[config.mk]
export PLATFORM = sky130hd
export DESIGN_NAME = fifo_queue_with_delete
export DESIGN_NICKNAME = d
export VERILOG_FILES = /design/src/design/fqd_pkg.sv /design/src/design/fifo_queue_with_delete.sv /design/src/design/fqd_ram.sv /design/src/design/fqd_seq.sv
export SDC_FILE = /design/constraint.sdc
export NUM_CORES = 1
export LEC_CHECK = 0
export BUFFER_PORTS_ARGS = -buffer_cell sky130_fd_sc_hd__buf_4
export CAP_MARGIN = 5
export CORE_ASPECT_RATIO = 1.4
export CORE_MARGIN = 2
export CORE_UTILIZATION = 60
export CTS_CLUSTER_DIAMETER = 50
export DETAILED_ROUTE_END_ITERATION = 8
export GPL_ROUTABILITY_DRIVEN = 1
export HOLD_SLACK_MARGIN = 0.15
export PLACE_DENSITY = 0.73
export SYNTH_ARGS = -nofsm -noshare
export SYNTH_HDL_FRONTEND = slang
export SYNTH_HIERARCHICAL = 1
export SYNTH_SLANG_ARGS = --single-unit
[constraint.sdc]
create_clock -name clock -period 7 [get_ports clock]
set_input_delay 1.4 -clock clock [delete_from_list [all_inputs] [get_ports clock]]
set_output_delay 1.4 -clock clock [all_outputs]
set_load 0.02 [all_outputs]
[src/design/fqd_pkg.sv]
// ----------------------------------------------------------------------------
// fqd_pkg
// Shared types and codes of the first-in first-out queue with delete by value.
// ----------------------------------------------------------------------------
package fqd_pkg;

   // request codes
   localparam logic [1:0] OP_ENQUEUE = 2'd0;
   localparam logic [1:0] OP_DEQUEUE = 2'd1;
   localparam logic [1:0] OP_DELETE  = 2'd2;

   // result status codes
   localparam logic [1:0] STATUS_OK        = 2'd0;
   localparam logic [1:0] STATUS_INVALID   = 2'd1;
   localparam logic [1:0] STATUS_NOT_FOUND = 2'd2;
   localparam logic [1:0] STATUS_FULL      = 2'd3;

   localparam int HANDLE_BITS = 32;
   localparam int LENGTH_BITS = 6;

   typedef struct packed {
      logic [1:0]             req_type;
      logic [HANDLE_BITS-1:0] handle_in;
   } fqd_req_type;

   typedef struct packed {
      logic [1:0]             status;
      logic [HANDLE_BITS-1:0] handle_out;
      logic [LENGTH_BITS-1:0] length;
   } fqd_rsp_type;

   typedef enum logic [1:0] {
      ST_IDLE,
      ST_SCAN,
      ST_SHIFT,
      ST_RESULT
   } fqd_state_type;

endpackage

[src/design/fifo_queue_with_delete.sv]
// ----------------------------------------------------------------------------
// fifo_queue_with_delete
// Bounded first-in first-out queue of nonzero handles with delete by value.
// ----------------------------------------------------------------------------
// One item is taken at a time. An enqueue, and any rejected or unused request,
// goes straight on to post its result. A dequeue or a delete walks the entries
// through the single read port of the entry memory: it reads from the head
// until it finds the entry to remove, moves each following entry one slot
// towards the head to close the gap, and then posts the result; a dequeue
// takes the head, and a delete that finds nothing reads every held entry.
// The result sits in an output register, so the next item is taken while it
// waits to be collected.
module fifo_queue_with_delete #(
   parameter int DEPTH        = 32,
   parameter int HANDLE_WIDTH = 32
) (
   input  logic                 clock,
   input  logic                 reset,
   input  logic                 req_valid,
   output logic                 req_stall,
   input  fqd_pkg::fqd_req_type req,
   output logic                 rsp_valid,
   input  logic                 rsp_stall,
   output fqd_pkg::fqd_rsp_type rsp
);

   localparam int AW = (DEPTH > 1) ? $clog2(DEPTH) : 1;
   localparam int SW = (HANDLE_WIDTH < fqd_pkg::HANDLE_BITS) ? HANDLE_WIDTH
                                                              : fqd_pkg::HANDLE_BITS;

   logic                 res_valid;
   logic                 res_take;
   fqd_pkg::fqd_rsp_type res;
   logic                 wr_en;
   logic [AW-1:0]        wr_addr;
   logic [SW-1:0]        wr_data;
   logic [AW-1:0]        rd_addr;
   logic [SW-1:0]        rd_data;

   logic                 rsp_valid_ff, rsp_valid_in;
   fqd_pkg::fqd_rsp_type rsp_ff, rsp_in;

   fqd_ram #(
      .WIDTH (SW),
      .DEPTH (DEPTH)
   ) u_ram (
      .clock   (clock),
      .wr_en   (wr_en),
      .wr_addr (wr_addr),
      .wr_data (wr_data),
      .rd_addr (rd_addr),
      .rd_data (rd_data)
   );

   fqd_seq #(
      .DEPTH (DEPTH),
      .SW    (SW)
   ) u_seq (
      .clock     (clock),
      .reset     (reset),
      .req_valid (req_valid),
      .req_stall (req_stall),
      .req       (req),
      .res_valid (res_valid),
      .res_take  (res_take),
      .res       (res),
      .wr_en     (wr_en),
      .wr_addr   (wr_addr),
      .wr_data   (wr_data),
      .rd_addr   (rd_addr),
      .rd_data   (rd_data)
   );

   // output register
   assign res_take = !rsp_valid_ff || !rsp_stall;

   always_comb begin
      rsp_valid_in = rsp_valid_ff;
      rsp_in       = rsp_ff;
      if (res_valid && res_take) begin
         rsp_valid_in = 1'b1;
         rsp_in       = res;
      end else if (rsp_valid_ff && !rsp_stall) begin
         rsp_valid_in = 1'b0;
      end
   end

   always_ff @(posedge clock) begin
      if (reset) begin
         rsp_valid_ff <= 1'b0;
      end else begin
         rsp_valid_ff <= rsp_valid_in;
      end
      rsp_ff <= rsp_in;
   end

   assign rsp_valid = rsp_valid_ff;
   assign rsp       = rsp_ff;

endmodule

[src/design/fqd_ram.sv]
// ----------------------------------------------------------------------------
// fqd_ram
// Generic single-write, single-read memory with registered read data.
// ----------------------------------------------------------------------------
module fqd_ram #(
   parameter int WIDTH = 32,
   parameter int DEPTH = 32
) (
   input  logic                                       clock,
   input  logic                                       wr_en,
   input  logic [((DEPTH > 1) ? $clog2(DEPTH) : 1)-1:0] wr_addr,
   input  logic [WIDTH-1:0]                           wr_data,
   input  logic [((DEPTH > 1) ? $clog2(DEPTH) : 1)-1:0] rd_addr,
   output logic [WIDTH-1:0]                           rd_data
);

   logic [WIDTH-1:0] mem_ff [DEPTH];
   logic [WIDTH-1:0] rd_data_ff;

   always_ff @(posedge clock) begin
      if (wr_en) begin
         mem_ff[wr_addr] <= wr_data;
      end
      rd_data_ff <= mem_ff[rd_addr];
   end

   assign rd_data = rd_data_ff;

endmodule

[src/design/fqd_seq.sv]
// ----------------------------------------------------------------------------
// fqd_seq
// Sequencer of the queue: walks the entry memory through one read port and
// one compare unit, finds the entry to remove and closes the gap one slot a
// cycle.
// ----------------------------------------------------------------------------
module fqd_seq #(
   parameter int DEPTH = 32,
   parameter int SW    = 32
) (
   input  logic                                       clock,
   input  logic                                       reset,
   input  logic                                       req_valid,
   output logic                                       req_stall,
   input  fqd_pkg::fqd_req_type                       req,
   output logic                                       res_valid,
   input  logic                                       res_take,
   output fqd_pkg::fqd_rsp_type                       res,
   output logic                                       wr_en,
   output logic [((DEPTH > 1) ? $clog2(DEPTH) : 1)-1:0] wr_addr,
   output logic [SW-1:0]                              wr_data,
   output logic [((DEPTH > 1) ? $clog2(DEPTH) : 1)-1:0] rd_addr,
   input  logic [SW-1:0]                              rd_data
);

   localparam int AW = (DEPTH > 1) ? $clog2(DEPTH) : 1;
   localparam int CW = $clog2(DEPTH + 1);

   fqd_pkg::fqd_state_type state_ff, state_in;
   logic [1:0]    op_ff, op_in;
   logic [SW-1:0] h_ff, h_in;
   logic [CW-1:0] idx_ff, idx_in;
   logic [CW-1:0] count_ff, count_in;
   logic [1:0]    status_ff, status_in;
   logic [SW-1:0] hout_ff, hout_in;

   logic [SW-1:0] h_req;
   logic [CW:0]   idx_p1;
   logic [CW:0]   idx_p2;
   logic [CW:0]   count_x;
   logic          match;

   assign h_req   = req.handle_in[SW-1:0];
   assign idx_p1  = {1'b0, idx_ff} + (CW+1)'(1);
   assign idx_p2  = {1'b0, idx_ff} + (CW+1)'(2);
   assign count_x = {1'b0, count_ff};
   // the shared compare unit; a dequeue always takes the head
   assign match   = (op_ff == fqd_pkg::OP_DEQUEUE) || (rd_data == h_ff);

   always_ff @(posedge clock) begin
      if (reset) begin
         state_ff <= fqd_pkg::ST_IDLE;
         count_ff <= '0;
      end else begin
         state_ff <= state_in;
         count_ff <= count_in;
      end
      op_ff     <= op_in;
      h_ff      <= h_in;
      idx_ff    <= idx_in;
      status_ff <= status_in;
      hout_ff   <= hout_in;
   end

   always_comb begin
      state_in  = state_ff;
      op_in     = op_ff;
      h_in      = h_ff;
      idx_in    = idx_ff;
      count_in  = count_ff;
      status_in = status_ff;
      hout_in   = hout_ff;
      req_stall = 1'b1;
      res_valid = 1'b0;
      wr_en     = 1'b0;
      wr_addr   = idx_ff[AW-1:0];
      wr_data   = rd_data;
      rd_addr   = '0;
      case (state_ff)
         fqd_pkg::ST_IDLE: begin
            req_stall = 1'b0;
            if (req_valid) begin
               op_in     = req.req_type;
               h_in      = h_req;
               idx_in    = '0;
               hout_in   = '0;
               status_in = fqd_pkg::STATUS_OK;
               state_in  = fqd_pkg::ST_RESULT;
               case (req.req_type)
                  fqd_pkg::OP_ENQUEUE: begin
                     if (h_req == '0) begin
                        status_in = fqd_pkg::STATUS_INVALID;
                     end else if (count_ff == CW'(DEPTH)) begin
                        status_in = fqd_pkg::STATUS_FULL;
                     end else begin
                        wr_en    = 1'b1;
                        wr_addr  = count_ff[AW-1:0];
                        wr_data  = h_req;
                        count_in = count_ff + CW'(1);
                     end
                  end
                  fqd_pkg::OP_DEQUEUE: begin
                     if (count_ff == '0) begin
                        status_in = fqd_pkg::STATUS_INVALID;
                     end else begin
                        state_in = fqd_pkg::ST_SCAN;
                     end
                  end
                  fqd_pkg::OP_DELETE: begin
                     if (h_req == '0) begin
                        status_in = fqd_pkg::STATUS_INVALID;
                     end else if (count_ff == '0) begin
                        status_in = fqd_pkg::STATUS_NOT_FOUND;
                     end else begin
                        state_in = fqd_pkg::ST_SCAN;
                     end
                  end
                  default: begin
                     status_in = fqd_pkg::STATUS_OK;
                  end
               endcase
            end
         end
         fqd_pkg::ST_SCAN: begin
            if (match) begin
               if (op_ff == fqd_pkg::OP_DEQUEUE) begin
                  hout_in = rd_data;
               end
               if (idx_p1 == count_x) begin
                  count_in = count_ff - CW'(1);
                  state_in = fqd_pkg::ST_RESULT;
               end else begin
                  rd_addr  = idx_p1[AW-1:0];
                  state_in = fqd_pkg::ST_SHIFT;
               end
            end else if (idx_p1 == count_x) begin
               status_in = fqd_pkg::STATUS_NOT_FOUND;
               state_in  = fqd_pkg::ST_RESULT;
            end else begin
               idx_in  = idx_p1[CW-1:0];
               rd_addr = idx_p1[AW-1:0];
            end
         end
         fqd_pkg::ST_SHIFT: begin
            // move the following entry one slot towards the head
            wr_en   = 1'b1;
            wr_addr = idx_ff[AW-1:0];
            wr_data = rd_data;
            if (idx_p2 == count_x) begin
               count_in = count_ff - CW'(1);
               state_in = fqd_pkg::ST_RESULT;
            end else begin
               idx_in  = idx_p1[CW-1:0];
               rd_addr = idx_p2[AW-1:0];
            end
         end
         fqd_pkg::ST_RESULT: begin
            res_valid = 1'b1;
            if (res_take) begin
               state_in = fqd_pkg::ST_IDLE;
            end
         end
         default: begin
            state_in = fqd_pkg::ST_IDLE;
         end
      endcase
   end

   always_comb begin
      res.status     = status_ff;
      res.handle_out = fqd_pkg::HANDLE_BITS'(hout_ff);
      res.length     = fqd_pkg::LENGTH_BITS'(count_ff);
   end

endmodule

; After elaboration in Yosys (flattened, before gate mapping)
; Memories as Yosys holds them, arrays and structs flattened. A register that Yosys moved wholly into a read port is not among the register bits.
; Index checks and enable logic that the tools add are counted.
[totals]
n_memories = 1
register_bits = 123
input_bits = 38
mem_bits_rw = 1024
[memory_table]
columns = memory, depth, word_bits, read_ports, rd_ports_with_merged_regs, wr, line_no
row1 = u_ram.mem_ff, 32, 32, 1, 1, 1, fqd_ram.sv:17  ; logic [WIDTH-1:0] mem_ff [DEPTH];
[op_classes]
eq_ne = 23
n_reduce_logical = 19
mux = 61
n_addsub = 4
[op_table]
columns = op, count
row1 = 32-bit 2-to-1 mux, 8
row2 = 6-bit 2-to-1 mux, 11
row3 = 32-bit case mux with 2 select lines, 1
row4 = 6-bit case mux with 3 select lines, 2
row5 = 5-bit 2-to-1 mux, 7
row6 = 32-bit == test, 1
row7 = 32-bit logical NOT, 1
row8 = 2-bit 2-to-1 mux, 14
row9 = "2-bit inequality test, second input constant", 8
row10 = 7-bit by 6-bit == test with 1-bit output, 2
row11 = 1-bit 2-to-1 mux, 12
row12 = 4-bit AND reduction, 3
row13 = 5-bit case mux with 2 select lines, 1
row14 = "2-bit by 1-bit inequality test with 1-bit output, second input constant", 4
row15 = 2-bit case mux with 2 select lines, 2
row16 = 2-bit case mux with 4 select lines, 1
row17 = 8-bit AND reduction, 1
row18 = "6-bit by 1-bit adder with 7-bit output, second input constant", 1
row19 = "6-bit by 2-bit adder with 7-bit output, second input constant", 1
row20 = "6-bit by 1-bit adder with 6-bit output, second input constant", 1
row21 = "2-bit by 1-bit == test with 1-bit output, second input constant", 3
row22 = "2-bit == test, second input constant", 3
row23 = "6-bit == test, second input constant", 1
row24 = 6-bit logical NOT, 1
row25 = other kinds (12), 17

; Longest topological paths before layout
[logic_depth]
word_depth = 8
mapped_depth = 16
ltp_nobuf = 12

; Modules after synthesis
; The synthesis kept the hierarchy.
[modules_own_cells]
columns = module, area_per_inst_um2, instances, cells_each
row1 = fqd_ram, 40492.6, 1, 2260
row2 = fqd_seq, 4625.7, 1, 386
row3 = fifo_queue_with_delete, 1239.9, 1, 45

; Least setup slack after synthesis
; No wires, ideal clock.
[synth_timing]
path_type = in2reg
from = input port req_valid
to = memory u_ram.mem_ff[28][0], enable pin
stages = 10
t_arrival_ns = 5.379
required_ns = 6.579
setup_slack_ns = 1.200
setup_time_ns = 0.421
path_buffers = 3
cell_sequence = and2_1 nand2_1 nor2_1 o21ai_0 buf_2 buf_2 a22o_1 or3b_2 clkbuf_1 nor2_1
[synth_via]
word_cells_on_any_way = 6
cone_classes = mux (6)
[synth_rtl]
columns = element, line_no
row1 = start: declaration, fifo_queue_with_delete.sv:19  ; input logic req_valid,
row2 = 5-bit 2-to-1 mux, fqd_seq.sv:82  ; if (req_valid) begin
row3 = 5-bit 2-to-1 mux, fqd_seq.sv:79  ; case (state_ff)
row4 = named net wr_addr[1], fifo_queue_with_delete.sv:35  ; logic [AW-1:0] wr_addr;
row5 = end: declaration, fqd_ram.sv:17
; The timed path passes the listed nets, and every way through them passes these cells.

; Worst setup path after layout
[layout_timing]
from = register u_seq.idx_ff[0]
to = register u_ram.rd_data_ff[12], in the netlist u_ram/rd_data[12] (read register of u_ram.mem_ff)
[layout_via]
elab_chain_len = 4
word_cells_on_any_way = 7
cone_classes = add/sub (2) / eq/ne (2) / mux (3)
[layout_lines]
columns = element, line_no
row1 = start: declaration, fqd_seq.sv:32  ; logic [CW-1:0] idx_ff, idx_in;
row2 = start signal: assignment, fqd_seq.sv:60  ; idx_ff <= idx_in;
row3 = 6-bit by 2-bit adder with 7-bit output / 6-bit by 1-bit adder with 7-bit output (equally long branches), "fqd_seq.sv:45, fqd_seq.sv:44"
row4 = 7-bit by 6-bit == test with 1-bit output (on tied branches), "fqd_seq.sv:149, fqd_seq.sv:129, fqd_seq.sv:136"
row5 = 5-bit 2-to-1 mux (on tied branches), "fqd_seq.sv:149, fqd_seq.sv:129, fqd_seq.sv:136"
row6 = 5-bit case mux with 2 select lines (*), fqd_seq.sv:79
row7 = named net rd_addr[0], fifo_queue_with_delete.sv:37  ; logic [AW-1:0] rd_addr;
row8 = end: declaration, fqd_ram.sv:18  ; logic [WIDTH-1:0] rd_data_ff;
; The timed path passes the listed nets; every way through them passes the cells marked *.
; A chain may end at the register's enable or synchronous reset.

==> summary.txt <==
outcome - finished clean
number of vias per cell - 6.430
CP startpoint - u_seq/idx_ff[0]
Die H - 332.9 µm
core area - 76570 µm²
Synthesized Nets - 2744
# DRC - 0
grt total ovfl - 0
vias in the first global route - 24704
post-synthesis sequential area ratio - 0.7549
clock slew at reported path FFs - 0.07 ns
Net Sw Frac - 0.3240
CP required - 7.49 ns
crit-path max FO - 87
number of flops mapped to enable cells by yosys - 1138
crit path kind - reg2reg
Hold Buf Count CTS - 0
Mapped Area - 46360 µm²
Antenna Violating Nets Remaining - 0
utilization after layout - 0.6736
skew final - 0.02442 ns
final hold vios - 0
Synth Area per Inst - 17.23 µm²
CTS H-Tree Depth - 3
All-Layer GR Usage - 0.2895
Flop pwr share - 0.471
CTS max path bufs - 3
PostCTS Resize Cnt - 0
routed via count - 24749
Worst-Margin Slew - 1.330 ns
area leader, netlist - edfxtp_1
Detailed Route WL - 114100 µm
dominant cells by area after synthesis - edfxtp_1, mux2i_1, dfxtp_1
Worst Setup Start Kind - register
max_cap viols - 0
wire length per cell - 29.64 µm
antenna cells - 0
setup TNS - 0 ns
Combinational Power Share - 0.255
hold path start - u_seq/hout_ff[26]
Yosys Warn Count - 6
worst hold margin - 0.4187 ns
power per cell area - 399.8 nW/µm²
die width - 238.9 µm
Final setup viols - 0
initial antenna violation count - 5
Period minus WS final - 5.330 ns
Placement Rows - 120
RSZ-0062 raised after global routing - false
Max Fclk - 187.6 MHz
Hold Path Class - reg2reg
top cells by count, synth - edfxtp_1, mux2i_1, a21oi_1, nand2_1, nand3_1
switching power - 6.682 mW
Detailed Place HPWL - 71980 µm
CTS tree - yes
global-route wire length before repair - 165500 µm
Async SR Flop Fraction - 0
layout cells sized above 1 - 0.1312
full die area - 79530 µm²
clock power share - 0.274
CTS Buf Count - 104
crit end category - register
count of cell types in the netlist - 59
final period utilization - 0.7614
Post-Syn Instances - 2691
Max VDD drop - 0.2451 mV
Ports - 80
top-count cell post-synth - edfxtp_1
First-pass DRT Iterations - 6
Final #Nets - 2839
arrival time at the worst endpoint - 5.82 ns
Yosys reg bits - 1179
Clock Latency Late Sink - 0.68 ns
synthesis-to-finish area growth - 11.27%
Rel. slew slack - 0.1116
DRT iter0 DRCs - 2756
Slew Limit Fails - 0
routability cong. - 0.9476
internal power - 13.94 mW
Fill cells - 5010
IO buf count - 79
Synth top area share - 0.7371
Post-CTS Setup Inserts - 0
Synth Flop Type - edfxtp_1
reg2reg start - u_seq/idx_ff[0]
clk sinks - 1179
CTS root buf - clkbuf_16
P_leak - 15.89 nW
largest net degree at the start of global routing - 88
Initial Util - 0.6054
layout by cell type, fill, tap and decap left out, types with 35 or more instances in the layout:
cell and count:
edfxtp_1 1138, mux2i_1 514, buf_4 123, a21oi_1 110, clkbuf_16 107, nand2_1 106
nand3_1 104, a22oi_1 98, a22o_1 71, xnor2_1 43, dfxtp_1 41, and2_1 39
nor3_1 35, a31oi_1 35
per-layer routing:
metal | track usage | up-vias | wire length (µm)
li1 | - | 10762 | -
met1 | 0.3612 | 12593 | 41760
met2 | 0.4836 | 1133 | 56840
met3 | 0.04656 | 257 | 8276
met4 | 0.1628 | 4 | 7174
met5 | 0 | - | 27
layout make-up:
class / instances / area, µm² / area share
Multi-Input combinational cell: 1354 / 10780 / 0.2091
Sequential cell: 1179 / 34990 / 0.6784
Timing Repair Buffer: 136 / 1169 / 0.02266
Tap cell: 976 / 1221 / 0.02367
Inverter: 11 / 41.29 / 0.0008005
Clock buffer: 141 / 2885 / 0.05594
Clock inverter: 52 / 488.0 / 0.009460
cells by family (layout without fill, tap and decap cells):
family                     Yosys count  count (layout)  share of synthesized area
muxes                              547             547                     0.1190
adders and majority gates           15              15                   0.004210
AOI/OAI and AO/OA                  348             348                    0.05155
and+or+nand+nor                    394             394                    0.04165
buffers and inverters              158             340                    0.01914
xor gates and xnor gates            50              50                   0.009608
DFF                               1179            1179                     0.7549
state kept, by name, summed over array words and instances, names as in the netlist:
name and cells:
rsp 40, rsp_valid 1, u_ram/mem_ff 1024, u_ram/rd_data 32, u_seq/count_ff 6, u_seq/h_ff 32, u_seq/hout_ff 32, u_seq/idx_ff 6
u_seq/op_ff 2, u_seq/state_ff 2, u_seq/status_ff 2
power by group through the flow:
stage	Combinational [mW]	Sequential [mW]	Clock [mW]
3_3_place_gp	5.07	9.85	0
5_1_grt	5.47	9.77	5.97
3_5_place_dp	5.19	9.87	0
6_report	5.26	9.72	5.65
4_1_cts	5.21	9.72	5.70
2_1_floorplan	2.94	9.69	0
path summary, 6_finish.rpt:
path	to	slack, ns	depth (start not counted)
setup reg to reg	u_ram/rd_data[12]	1.67	13
hold / removal	rsp[32]	0.42	0
hold reg to reg	rsp[32]	0.42	0
setup / recovery	u_ram/rd_data[12]	1.67	13
through the flow:
| step | setup WS [ns] | total power [mW] | std cells | cell area (µm²) |
|---|---|---|---|---|
| 2_1_floorplan | 1.200 | 12.64 | 2691 | 46360 |
| 3_3_place_gp | 1.341 | 14.92 | 3655 | 48200 |
| 3_5_place_dp | 1.158 | 15.06 | 3655 | 48200 |
| 4_1_cts | 1.838 | 20.63 | 3848 | 51580 |
| 5_1_grt | 1.571 | 21.21 | 3849 | 51580 |
| 6_report | 1.670 | 20.62 | 3849 | 51580 |
worst max-delay path: stages (launching register included):
cell and delay, ns:
edfxtp_1 0.64, ha_1 0.31, xor2_1 0.31, xor2_1 0.21, nor3_2 0.07, a31oi_2 0.35, mux2i_1 0.18, nor2b_4 1.04
buf_12 0.39, buf_12 0.51, mux2i_1 0.72, nand2_1 0.11, nand3_1 0.10, nand3_1 0.14
No activity file was read; power rests on OpenSTA's default activity.
